[src/design/pcmf_pkg.sv]
// Shared types and constants for the PCM format to fixed-point sample converter.
`timescale 1ns / 1ps
package pcmf_pkg;
	localparam int OUT_FRAC_BITS = 16;
	localparam logic [5:0] FMT_SILENCE = 6'd1;
	localparam logic [5:0] FMT_F32A = 6'd16;
	localparam logic [5:0] FMT_F64A = 6'd17;
	localparam logic [5:0] FMT_F32B = 6'd20;
	localparam logic [5:0] FMT_F64B = 6'd24;
	localparam logic [5:0] FMT_F80A = 6'd26;
	localparam logic [5:0] FMT_F80B = 6'd28;
	localparam logic [5:0] FMT_F80C = 6'd32;
	localparam logic [1:0] REG_FORMAT = 2'd0;
	localparam logic [1:0] REG_ORDER = 2'd1;
	localparam logic [1:0] REG_CH_IN = 2'd2;
	localparam logic [1:0] REG_CH_OUT = 2'd3;

	typedef enum logic [1:0] {KIND_ZERO, KIND_INT, KIND_FLOAT} kind_t;

	// Decoded number: value = +/- mant * 2^(shift) ; special forces clamp.
	typedef struct packed {
		logic [63:0] mant;
		logic signed [16:0] shift;
		logic neg;
		logic special;
	} dec_t;

	typedef struct packed {
		kind_t kind;
		logic [3:0] nbytes;
		logic flip;
		logic big;
	} fmt_t;
endpackage

[src/design/pcm_format_to_fixed_sample_unit.sv]
// Top level of the PCM format to fixed-point sample converter.
// Converts one stereo frame per clock while the output is not stalled: stage one
// orders bytes and decodes fields, stage two aligns and saturates, stage three
// maps channels, and an output register holds the result. A stall at the output
// holds each full stage that has no empty stage ahead of it.
`timescale 1ns / 1ps
module pcm_format_to_fixed_sample_unit (
	input logic clk,
	input logic arst_n,
	input logic in_valid,
	output logic in_stall,
	input logic [63:0] left_raw_low,
	input logic [15:0] left_raw_high,
	input logic [63:0] right_raw_low,
	input logic [15:0] right_raw_high,
	input logic frame_last,
	output logic out_valid,
	input logic out_stall,
	output logic signed [31:0] left_sample,
	output logic signed [31:0] right_sample,
	output logic saturated,
	output logic format_error,
	output logic last_out,
	input logic cfg_we,
	input logic [1:0] cfg_index,
	input logic [5:0] cfg_data
);
	import pcmf_pkg::*;
	logic [5:0] format_code_q;
	logic [1:0] byte_order_q, ch_in_q, ch_out_q;
	fmt_t fmt;
	logic valid_fmt, err;
	always_comb begin
		fmt = '0;
		fmt.big = byte_order_q[0];
		valid_fmt = 1'b1;
		if (format_code_q >= 6'd2 && format_code_q <= 6'd9) begin
			fmt.kind = KIND_INT;
			fmt.nbytes = 4'(((format_code_q - 6'd2) >> 1) + 6'd1);
			fmt.flip = ~format_code_q[0];
		end else if (format_code_q == FMT_F32A || format_code_q == FMT_F32B ||
			format_code_q == FMT_F64A || format_code_q == FMT_F64B ||
			format_code_q == FMT_F80A || format_code_q == FMT_F80B ||
			format_code_q == FMT_F80C) fmt.kind = KIND_FLOAT;
		else if (format_code_q == FMT_SILENCE) fmt.kind = KIND_ZERO;
		else valid_fmt = 1'b0;
		err = !valid_fmt || ch_in_q == 2'd0 || ch_in_q == 2'd3
			|| ch_out_q == 2'd0 || ch_out_q == 2'd3;
	end

	always_ff @(posedge clk or negedge arst_n) begin
		if (!arst_n) begin
			format_code_q <= 6'd5;
			byte_order_q <= 2'd0;
			ch_in_q <= 2'd2;
			ch_out_q <= 2'd2;
		end else if (cfg_we) begin
			unique case (cfg_index)
				REG_FORMAT: format_code_q <= cfg_data;
				REG_ORDER: byte_order_q <= cfg_data[1:0];
				REG_CH_IN: ch_in_q <= cfg_data[1:0];
				REG_CH_OUT: ch_out_q <= cfg_data[1:0];
				default: ;
			endcase
		end
	end

	logic v_s1, v_s2, v_s3;
	logic adv_s3, adv_s2, adv_s1, adv_in;
	assign adv_s3 = !out_valid || !out_stall;
	assign adv_s2 = !v_s3 || adv_s3;
	assign adv_s1 = !v_s2 || adv_s2;
	assign adv_in = !v_s1 || adv_s1;
	assign in_stall = !adv_in;

	dec_t dl, dr, dl_s1, dr_s1;
	logic last_s1, err_s1, last_s2, err_s2;
	pcmf_decode u_dl (.raw_low(left_raw_low), .raw_high(left_raw_high),
		.fmt_code(format_code_q), .fmt(fmt), .dec(dl));
	pcmf_decode u_dr (.raw_low(right_raw_low), .raw_high(right_raw_high),
		.fmt_code(format_code_q), .fmt(fmt), .dec(dr));

	logic signed [32:0] ql, qr, ql_s2, qr_s2;
	logic sl, sr, sat_s2;
	pcmf_scale u_sl (.dec(dl_s1), .q(ql), .sat(sl));
	pcmf_scale u_sr (.dec(dr_s1), .q(qr), .sat(sr));

	logic signed [31:0] l_s3, r_s3;
	logic sat_s3, err_s3, last_s3;
	logic signed [33:0] sum;
	logic signed [31:0] lm, rm;
	always_comb begin
		sum = 34'(ql_s2) + 34'(qr_s2);
		lm = ql_s2[31:0];
		rm = (ch_in_q == 2'd2) ? qr_s2[31:0] : ql_s2[31:0];
		if (ch_out_q == 2'd1) begin
			if (ch_in_q == 2'd2) lm = 32'((sum + 34'(sum[33])) >>> 1);
			rm = '0;
		end
		if (err_s2) begin
			lm = '0;
			rm = '0;
		end
	end

	always_ff @(posedge clk or negedge arst_n) begin
		if (!arst_n) begin
			v_s1 <= 1'b0; v_s2 <= 1'b0; v_s3 <= 1'b0; out_valid <= 1'b0;
		end else begin
			if (adv_in) v_s1 <= in_valid;
			if (adv_s1) v_s2 <= v_s1;
			if (adv_s2) v_s3 <= v_s2;
			if (adv_s3) out_valid <= v_s3;
		end
	end

	always_ff @(posedge clk) begin
		if (adv_in) begin
			dl_s1 <= dl;
			// mono input ignores the right raw bytes
			dr_s1 <= (ch_in_q == 2'd2) ? dr : '0;
			last_s1 <= frame_last;
			err_s1 <= err;
		end
		if (adv_s1) begin
			ql_s2 <= ql; qr_s2 <= qr;
			sat_s2 <= !err_s1 && (sl || sr);
			err_s2 <= err_s1; last_s2 <= last_s1;
		end
		if (adv_s2) begin
			l_s3 <= lm; r_s3 <= rm;
			sat_s3 <= sat_s2; err_s3 <= err_s2; last_s3 <= last_s2;
		end
		if (adv_s3) begin
			left_sample <= l_s3; right_sample <= r_s3;
			saturated <= sat_s3; format_error <= err_s3; last_out <= last_s3;
		end
	end
endmodule

[src/design/pcmf_decode.sv]
// Stage one: byte ordering and field decode of one channel into mantissa and scale.
`timescale 1ns / 1ps
module pcmf_decode (
	input logic [63:0] raw_low,
	input logic [15:0] raw_high,
	input logic [5:0] fmt_code,
	input pcmf_pkg::fmt_t fmt,
	output pcmf_pkg::dec_t dec
);
	import pcmf_pkg::*;
	logic [7:0] b [10];
	logic [63:0] w8, w4, m80;
	logic [15:0] se;
	logic [31:0] iv;
	logic [31:0] s;
	always_comb begin
		for (int i = 0; i < 8; i++) b[i] = raw_low[8*i +: 8];
		b[8] = raw_high[7:0];
		b[9] = raw_high[15:8];
		w8 = '0; w4 = '0; m80 = '0; iv = '0;
		for (int i = 0; i < 8; i++) begin
			w8[8*i +: 8] = fmt.big ? b[7-i] : b[i];
			m80[8*i +: 8] = fmt.big ? b[9-i] : b[i];
		end
		for (int i = 0; i < 4; i++) begin
			w4[8*i +: 8] = fmt.big ? b[3-i] : b[i];
			// left-aligned integer: byte k of n lands at bits from the top
			if (i < 32'(fmt.nbytes))
				iv[31-8*i -: 8] = fmt.big ? b[i] : b[32'(fmt.nbytes)-1-i];
		end
		se = fmt.big ? {b[0], b[1]} : {b[9], b[8]};
		s = iv ^ {fmt.flip, 31'd0};
		dec = '0;
		if (fmt.kind == KIND_INT) begin
			dec.neg = s[31];
			dec.mant = {32'd0, s[31] ? 32'(0 - s) : s};
			dec.shift = 17'(OUT_FRAC_BITS - 16);
		end else if (fmt.kind == KIND_FLOAT) begin
			if (fmt_code == FMT_F32A || fmt_code == FMT_F32B) begin
				dec.neg = w4[31];
				dec.special = w4[30:23] == 8'hFF;
				dec.mant = {40'd0, w4[30:23] != 0, w4[22:0]};
				dec.shift = (w4[30:23] == 0) ? 17'(OUT_FRAC_BITS - 149)
					: 17'(signed'({9'd0, w4[30:23]})) - 17'(150 - OUT_FRAC_BITS);
			end else if (fmt_code == FMT_F64A || fmt_code == FMT_F64B) begin
				dec.neg = w8[63];
				dec.special = w8[62:52] == 11'h7FF;
				dec.mant = {11'd0, w8[62:52] != 0, w8[51:0]};
				dec.shift = (w8[62:52] == 0) ? 17'(OUT_FRAC_BITS - 1074)
					: 17'(signed'({6'd0, w8[62:52]})) - 17'(1075 - OUT_FRAC_BITS);
			end else begin
				dec.neg = se[15];
				dec.special = se[14:0] == 15'h7FFF;
				dec.mant = m80;
				dec.shift = (se[14:0] == 0) ? 17'(OUT_FRAC_BITS - 16445)
					: 17'(signed'({2'd0, se[14:0]})) - 17'(16446 - OUT_FRAC_BITS);
			end
		end
	end
endmodule

[src/design/pcmf_scale.sv]
// Stage two: shift a decoded value onto the fixed-point grid with saturation.
`timescale 1ns / 1ps
module pcmf_scale (
	input pcmf_pkg::dec_t dec,
	output logic signed [32:0] q,
	output logic sat
);
	import pcmf_pkg::*;
	logic [63:0] mag;
	logic [32:0] lim;
	logic [6:0] r;
	always_comb begin
		lim = dec.neg ? 33'h080000000 : 33'h07FFFFFFF;
		mag = '0;
		sat = 1'b0;
		r = '0;
		if (dec.special) sat = 1'b1;
		else if (dec.mant != 0) begin
			if (dec.shift >= 0) begin
				if (dec.shift > 31) sat = 1'b1;
				else begin
					mag = dec.mant << dec.shift[4:0];
					if ((dec.mant >> (6'd32 - {1'b0, dec.shift[4:0]})) != 0
						|| mag > {31'd0, lim}) sat = 1'b1;
				end
			end else begin
				if (dec.shift > -17'sd64) begin
					r = 7'(0 - dec.shift);
					mag = dec.mant >> r[5:0];
				end
				if (mag > {31'd0, lim}) sat = 1'b1;
			end
		end
		if (sat) mag = {31'd0, lim};
		q = dec.neg ? -signed'(mag[32:0]) : signed'(mag[32:0]);
	end
endmodule
[config.mk]
export PLATFORM = sky130hd
export DESIGN_NAME = pcm_format_to_fixed_sample_unit
export DESIGN_NICKNAME = d
export VERILOG_FILES = /design/src/design/pcmf_pkg.sv /design/src/design/pcm_format_to_fixed_sample_unit.sv /design/src/design/pcmf_decode.sv /design/src/design/pcmf_scale.sv
export SDC_FILE = /design/constraint.sdc
export NUM_CORES = 2
export LEC_CHECK = 0
export BUFFER_PORTS_ARGS = -buffer_cell sky130_fd_sc_hd__buf_2
export CAP_MARGIN = 40
export CORE_MARGIN = 4
export CORE_UTILIZATION = 55
export DETAILED_ROUTE_END_ITERATION = 10
export PLACE_DENSITY = 0.69
export SLEW_MARGIN = 10
export SYNTH_ARGS = -nofsm -noshare
export SYNTH_HDL_FRONTEND = slang
export SYNTH_SLANG_ARGS = --single-unit
[constraint.sdc]
create_clock -name clk -period 11.1 [get_ports clk]
set_clock_uncertainty 0.05 [all_clocks]
set_input_delay 2.22 -clock clk [delete_from_list [all_inputs] [get_ports clk]]
set_output_delay 2.22 -clock clk [all_outputs]
set_load 0.03 [all_outputs]
Yosys cells after proc, flatten, opt, wreduce, memory -nomap -nowiden
Index checks and enable logic that the tools add are counted.
{"block": "word_totals", "reg_bits": 386, "input_bits": 174, "out_inout_bits": 69, "word_cells": 314}
{"block": "classes", "n_addsub": 22, "magnitude_cmp": 20, "eq_ne": 23, "n_shift": 6, "muxes": 141, "n_bitwise": 9, "n_reduce_logical": 56}
{"op": "2-to-1 mux 8 bit", "count": 72}
{"op": "2-to-1 mux 64 bit", "count": 8}
{"op": "2-to-1 mux 33 bit", "count": 12}
{"op": "binary-select mux 8 bit (select 4 bit)", "count": 8}
{"op": "greater-than comparator 64 x 32 -> 1 bit", "count": 4}
{"op": "nonzero test 64 bit", "count": 4}
{"op": ">> shifter 64 x 6 -> 64 bit", "count": 4}
{"op": "2-to-1 mux 32 bit", "count": 7}
{"op": "2-to-1 mux 51 bit", "count": 4}
{"op": "2-to-1 mux 72 bit", "count": 2}
{"op": "greater-or-equal comparator 33 x 5 -> 1 bit, second input constant", "count": 4}
{"op": "NOT 32 -> 33 bit", "count": 4}
{"op": "left shift 64 x 5 -> 64 bit", "count": 2}
{"op": "2-to-1 mux 17 bit", "count": 6}
{"op": "2-to-1 mux 50 bit", "count": 2}
{"op": "negation 33 bit", "count": 2}
{"op": "subtractor 1 x 32 -> 32 bit, first input constant", "count": 2}
{"op": "subtractor 32 x 2 -> 32 bit, second input constant", "count": 2}
{"op": "bitwise XOR 32 bit", "count": 2}
{"op": "== test 6 x 5 -> 1 bit, second input constant", "count": 6}
{"op": "adder 33 x 33 -> 34 bit", "count": 1}
{"op": "greater-or-equal comparator 17 x 1 -> 1 bit, second input constant", "count": 2}
{"op": "greater-than comparator 17 x 6 -> 1 bit, second input constant", "count": 2}
{"op": "greater-than comparator 17 x 7 -> 1 bit, second input constant", "count": 2}
{"op": "other kinds (40)", "count": 113}

Logic depth before layout (Yosys ltp)
{"block": "logic_depth", "depth_word": 15, "depth_mapped": 39, "mapped_depth_nobuf": 27}

Hierarchy
A second synthesis with hierarchy kept.
{"block": "unflattened", "cells_unflattened": 6826, "hier_area_um2": 58202.1}
{"mod": "pcm_format_to_fixed_sample_unit", "instances": 1, "cells_per_inst": 1150, "area_each_um2": 16308.1, "seq_area_each_um2": 11521.0}
{"mod": "pcmf_decode", "instances": 2, "cells_per_inst": 1111, "area_each_um2": 7415.9, "seq_area_each_um2": 0.0}
{"mod": "pcmf_scale (u_sl)", "instances": 1, "cells_per_inst": 1754, "area_each_um2": 14015.9, "seq_area_each_um2": 0.0}
{"mod": "pcmf_scale (u_sr)", "instances": 1, "cells_per_inst": 1700, "area_each_um2": 13046.3, "seq_area_each_um2": 0.0}

Least setup slack after synthesis
No wires, ideal clock.
{"block": "synth_timing", "kind": "input to output", "startpoint": "input out_stall", "endpoint": "output in_stall", "t_arrival_ps": 7835, "t_required_ps": 8830, "path_slack_ps": 995, "path_stages": 3, "path_buffers": 0, "cell_sequence": "and3_1 -> nand3_1 -> inv_1"}
{"block": "synth_via", "elab_chain_len": 6}
{"element": "start: declaration", "line_no": "pcm_format_to_fixed_sample_unit.sv:18", "rtl": "input logic out_stall,"}
{"element": "zero test 1 bit", "line_no": "pcm_format_to_fixed_sample_unit.sv:70", "rtl": "assign adv_s3 = !out_valid || !out_stall;"}
{"element": "logical OR 1 bit", "line_no": "pcm_format_to_fixed_sample_unit.sv:70"}
{"element": "logical OR 1 bit", "line_no": "pcm_format_to_fixed_sample_unit.sv:71", "rtl": "assign adv_s2 = !v_s3 || adv_s3;"}
{"element": "logical OR 1 bit", "line_no": "pcm_format_to_fixed_sample_unit.sv:72", "rtl": "assign adv_s1 = !v_s2 || adv_s2;"}
{"element": "logical OR 1 bit", "line_no": "pcm_format_to_fixed_sample_unit.sv:73", "rtl": "assign adv_in = !v_s1 || adv_s1;"}
{"element": "zero test 1 bit", "line_no": "pcm_format_to_fixed_sample_unit.sv:74", "rtl": "assign in_stall = !adv_in;"}
{"element": "end: declaration", "line_no": "pcm_format_to_fixed_sample_unit.sv:11", "rtl": "output logic in_stall,"}
Every way passes these cells.

Worst setup path after layout
{"block": "layout_timing", "startpoint": "register dl_s1[2] (netlist bit)", "endpoint": "register ql_s2[32], data pin"}
{"block": "layout_via", "elab_chain_len": 14, "elab_cells_between_ends": 29, "classes_between": "add/sub: 3; order compare: 5; shift: 3; mux: 16; reduce/logical: 2"}
{"element": "start: declaration", "line_no": "pcm_format_to_fixed_sample_unit.sv:76", "rtl": "dec_t dl, dr, dl_s1, dr_s1;"}
{"element": "start signal: assignment", "line_no": "pcm_format_to_fixed_sample_unit.sv:119", "rtl": "dl_s1 <= dl;"}
{"element": "subtractor 1 x 6 -> 6 bit", "line_no": "pcmf_scale.sv:28", "rtl": "r = 7'(0 - dec.shift);"}
{"element": ">> shifter 64 x 6 -> 64 bit", "line_no": "pcmf_scale.sv:29", "rtl": "mag = dec.mant >> r[5:0];"}
{"element": "2-to-1 mux 64 bit", "line_no": "pcmf_scale.sv:27", "rtl": "if (dec.shift > -17'sd64) begin"}
{"element": "2-to-1 mux 64 bit", "line_no": "pcmf_scale.sv:19", "rtl": "if (dec.shift >= 0) begin"}
{"element": "2-to-1 mux 64 bit", "line_no": "pcmf_scale.sv:18", "rtl": "else if (dec.mant != 0) begin"}
{"element": "2-to-1 mux 64 bit", "line_no": "pcmf_scale.sv:17", "rtl": "if (dec.special) sat = 1'b1;"}
{"element": "greater-than comparator 64 x 32 -> 1 bit", "line_no": "pcmf_scale.sv:31", "rtl": "if (mag > {31'd0, lim}) sat = 1'b1;"}
{"element": "2-to-1 mux 1 bit", "line_no": "pcmf_scale.sv:31"}
{"element": "2-to-1 mux 1 bit", "line_no": "pcmf_scale.sv:19"}
{"element": "2-to-1 mux 1 bit", "line_no": "pcmf_scale.sv:18"}
{"element": "2-to-1 mux 1 bit", "line_no": "pcmf_scale.sv:17"}
{"element": "2-to-1 mux 33 bit *", "line_no": "pcmf_scale.sv:34", "rtl": "if (sat) mag = {31'd0, lim};"}
{"element": "negation 33 bit", "line_no": "pcmf_scale.sv:35", "rtl": "q = dec.neg ? -signed'(mag[32:0]) : signed'(mag[32:0]);"}
{"element": "2-to-1 mux 33 bit *", "line_no": "pcmf_scale.sv:35"}
{"element": "via ql[32]", "line_no": "pcm_format_to_fixed_sample_unit.sv:83", "rtl": "logic signed [32:0] ql, qr, ql_s2, qr_s2;"}
{"element": "end signal: assignment", "line_no": "pcm_format_to_fixed_sample_unit.sv:126", "rtl": "ql_s2 <= ql; qr_s2 <= qr;"}
{"element": "end: declaration", "line_no": "pcm_format_to_fixed_sample_unit.sv:83"}
The timed path passes the listed nets; every way through them passes the cells marked *. The select of a mux whose other input is x is not followed.
A chain may end at the register's enable or synchronous reset.

==> metrics.md <==
| Metric | Value |
|---|---|
| Async set-reset flop share out of synthesis | `0.0391` |
| Part of the cycle the worst path needs | `0.776` |
| Ports | `between 200 and 250` |
| PortBufs | `between 200 and 250` |
| DR WL/cell | `30.8 um` |
| Final hold violations | `0` |
| Placer Congestion | `between 1 and 1.5` |
| Post-CTS resize count | `0` |
| DR vias | `~57,000` |
| # Max-Cap Violations | `0` |
| Synthesis-stage register bit count | `between 300 and 400` |
| HP Class | `reg -> reg` |
| Fin crit period | `roughly 8.6 ns` |
| Critical path endpoint category | `flop` |
| Total GRT Usage | `0.428` |
| RSZ-0062 raised after global routing | `false` |
| Post-Syn Instances | `approximately 6,300` |
| Setup violators final | `0` |
| CTS tree | `done` |
| H-Tree Level Count | `2` |
| Max-Slew Margin vs Limit | `0.302` |
| Routed vias/inst | `7.62` |
| Final instance area | `around 57,000 um^2` |
| Critical path data required time | `about 11 ns` |
| DRC | `0` |
| Clock Path Buffers | `3` |
| Later-pin clock latency in the skew report | `between 0.6 and 0.7 ns` |
| Detail Placement HPWL | `170,000 um` |
| CTS buffer count | `43` |
| Yosys warning total | `0` |
| CP arrival | `around 9 ns` |
| Crit path max fanout | `22` |
| Avg Synthesized Cell Area | `between 8 and 9 um^2` |
| Sinks on the clock net | `between 300 and 400` |
| Core area | `~96,000 um^2` |
| Post-DP Area | `roughly 55,000 um^2` |
| DR pass1 iterations | `8` |
| Static leakage | `between 20 and 25 nW` |
| Post-synthesis mux area share | `0.241` |
| Power per cell area | `approximately 250 nW/um^2` |
| Overflow after GRT | `0` |
| Startpoint Class | `flop` |
| Root Buffer | `clkbuf_16` |
| Post-synthesis sequential area ratio | `0.215` |
| Initial Util | `0.558` |
| Die X-Extent | `319 um` |
| Clock input transition at the sequential cells of the worst setup and hold paths | `~0.060 ns` |
| Final nets | `roughly 6,500` |
| Area growth syn-to-layout | `6.59%` |
| Final WL | `230,000 um` |
| Post-route ant nets | `0` |
| Synth Area in Adders | `0.0442` |
| Max Freq | `about 120 MHz` |
| Worst-Margin Slew | `a little over 1 ns` |
| Final Max Tran Viols | `0` |
| Number of flops mapped to enable cells by yosys | `around 370` |
| Status | `finished, final reports clean` |
| First-pass GRT wire length | `~340,000 um` |
| Post-Synth Simple-Gate Area | `0.196` |
| Vias in the first global route | `between 50,000 and 60,000` |
| Largest family of logic cells by synthesized area | `multiplexers` |
| CP Class | `reg -> reg` |
| Pin count of the biggest net entering global routing | `about 170` |
| Yosys cell types | `a little over 100` |
| Share of post-route cells with drive strength above 1 | `0.161` |
| Synth Area in XOR/XNOR | `0.0331` |
| Main flop type after synthesis | `edfxtp_1` |
| Die area | `102,000 um^2` |
| Compound-Gate Fraction of Synth Area | `0.220` |
| Die Ht | `between 300 and 400 um` |
| Initial antenna violation count | `8` |
| Mapped Area | `about 53,000 um^2` |
| Peak VDD IR | `roughly 0.00017 V` |
| Site row count | `approximately 110` |
| DR iter-0 viols | `10,500` |
| Post-CTS setup buffers | `0` |
| Post-CTS Hold Fix Bufs | `0` |
| Final core occ | `0.595` |
| Fin Setup TNS | `0 ns` |
| Synthesized Nets | `6,639` |
==> power by group <==
group	internal [W]	total (W)	leakage (nW)	switching [W]
Sequential	0.00198	0.00248	4.11	0.000501
Combinational	0.00362	0.0102	17.0	0.00660
Clock	0.000776	0.00139	0.655	0.000616
==> cell type report <==
class / instances / area [um^2]
diodes: 8 / 20.0
clock inverters: 24 / 270
flip-flops and latches: 384 / 11500
fillers: 8624 / 38700
multi-input cells: 5206 / 39400
well taps: 1265 / 1580
repair buffers: 393 / 2500
clock buffers: 51 / 1110
inverters: 124 / 473
==> path summary, 6_finish.rpt <==
kind	start	to	slack, ns	cells past startpoint
min in group asynchronous	arst_n	ch_out_q[0]	1.51	1
max in group asynchronous	arst_n	byte_order_q[0]	9.13	1
hold / removal	r_s3[21]	right_sample[21]	0.36	0
hold reg to reg	r_s3[21]	right_sample[21]	0.36	0
setup / recovery	dl_s1[2]	ql_s2[32]	2.49	25
setup reg to reg	dl_s1[2]	ql_s2[32]	2.49	25
==> flip-flops by register name, indices dropped and copies added (netlist names), 2 cells and up <==
register and count:
l_s3 32, ch_out_q 2, ql_s2 33, left_sample 32, format_code_q 6, dl_s1 82, ch_in_q 2, qr_s2 33
r_s3 32, right_sample 32, dr_s1 82
==> synth_stat cells, types with 49 or more instances <==
cell / n / area, um^2
mux2_2: 103 / 1160
mux4_2: 319 / 7180
a21o_1: 65 / 488
ha_1: 187 / 2340
xnor2_1: 113 / 990
buf_2: 82 / 410
nor2_1: 574 / 2150
a21oi_1: 483 / 2420
a31oi_1: 67 / 419
nor3_1: 199 / 996
nand3_1: 169 / 846
a211oi_1: 136 / 1020
o31ai_1: 59 / 443
clkbuf_1: 378 / 1420
nor2b_1: 56 / 350
buf_1: 92 / 345
and3_1: 54 / 338
and2_1: 60 / 375
nand4_1: 77 / 482
nand2_1: 617 / 2320
or3_1: 49 / 307
inv_1: 114 / 428
nor4_1: 117 / 732
o22ai_1: 168 / 1050
o21ai_0: 267 / 1340
nand2b_1: 55 / 344
xor2_1: 81 / 709
o211ai_1: 56 / 420
mux2i_1: 449 / 4490
edfxtp_1: 369 / 11100
==> per-stage QoR <==
stage / total power (W) / setup WS (ns) / hold slack [ns] / std cells
3_5_place_dp: 0.0122 / 2.65 / 0.356 / 7365
3_3_place_gp: 0.0121 / 2.72 / 0.352 / 7349
2_1_floorplan: 0.00917 / 0.995 / 0.350 / 6277
5_1_grt: 0.0148 / 1.86 / 0.379 / 7450
6_report: 0.0141 / 2.49 / 0.359 / 7455
4_1_cts: 0.0137 / 2.66 / 0.368 / 7440
==> per-layer routing <==
metal,global-route usage,vias up,part of all wire
met3,0.124,867,0.14
met4,0.179,6,0.054
met2,0.631,4660,0.42
li1,-,24200,-
met5,0.0102,-,0.00073
met1,0.590,27000,0.38
==> layout by cell type, fill, tap and decap left out, drive strengths merged, types with 55 or more instances in the layout <==
cell,n
ha,187
o22ai,168
o211ai,57
mux2i,449
mux4,319
o21ai,276
a211oi,136
xor2,81
nand2b,55
buf,391
o31ai,60
nor4,118
nand4,77
a21oi,485
nor3,199
a31oi,67
nand3,169
nor2,574
and2,64
a21o,65
mux2,105
xnor2,113
nand2,617
nor2b,56
inv,127
edfxtp,369
==> cell families (layout without fill, tap and decap cells) <==
logic type      Yosys count  in the layout
compound gates         1768           1768
flops                   384            384
mux                     873            873
fa+ha+maj               188            188
buf+inv                 687            592
simple gates           2180           2180
other cells               0              8
xor+xnor                197            197
==> worst max-delay path, cell delays in order (launching register included) <==
cell,delay [ns]
edfxtp_1,0.44
inv_2,0.40
ha_2,0.49
nor3b_2,0.48
xor2_4,0.58
buf_4,0.45
mux4_2,0.59
o22ai_1,0.46
ha_1,0.36
a21o_1,0.18
a21oi_1,0.14
o21bai_1,0.07
a21oi_1,0.17
o221a_2,0.23
or4bb_1,0.42
a21oi_1,0.20
a21oi_1,0.19
a21o_1,0.44
nor2_1,0.21
a21oi_1,0.08
inv_1,0.11
ha_1,0.30
a21boi_0,0.53
o211ai_2,0.27
a2111oi_0,0.43
nor2_1,0.07
Power figures use the tool's default switching activity.
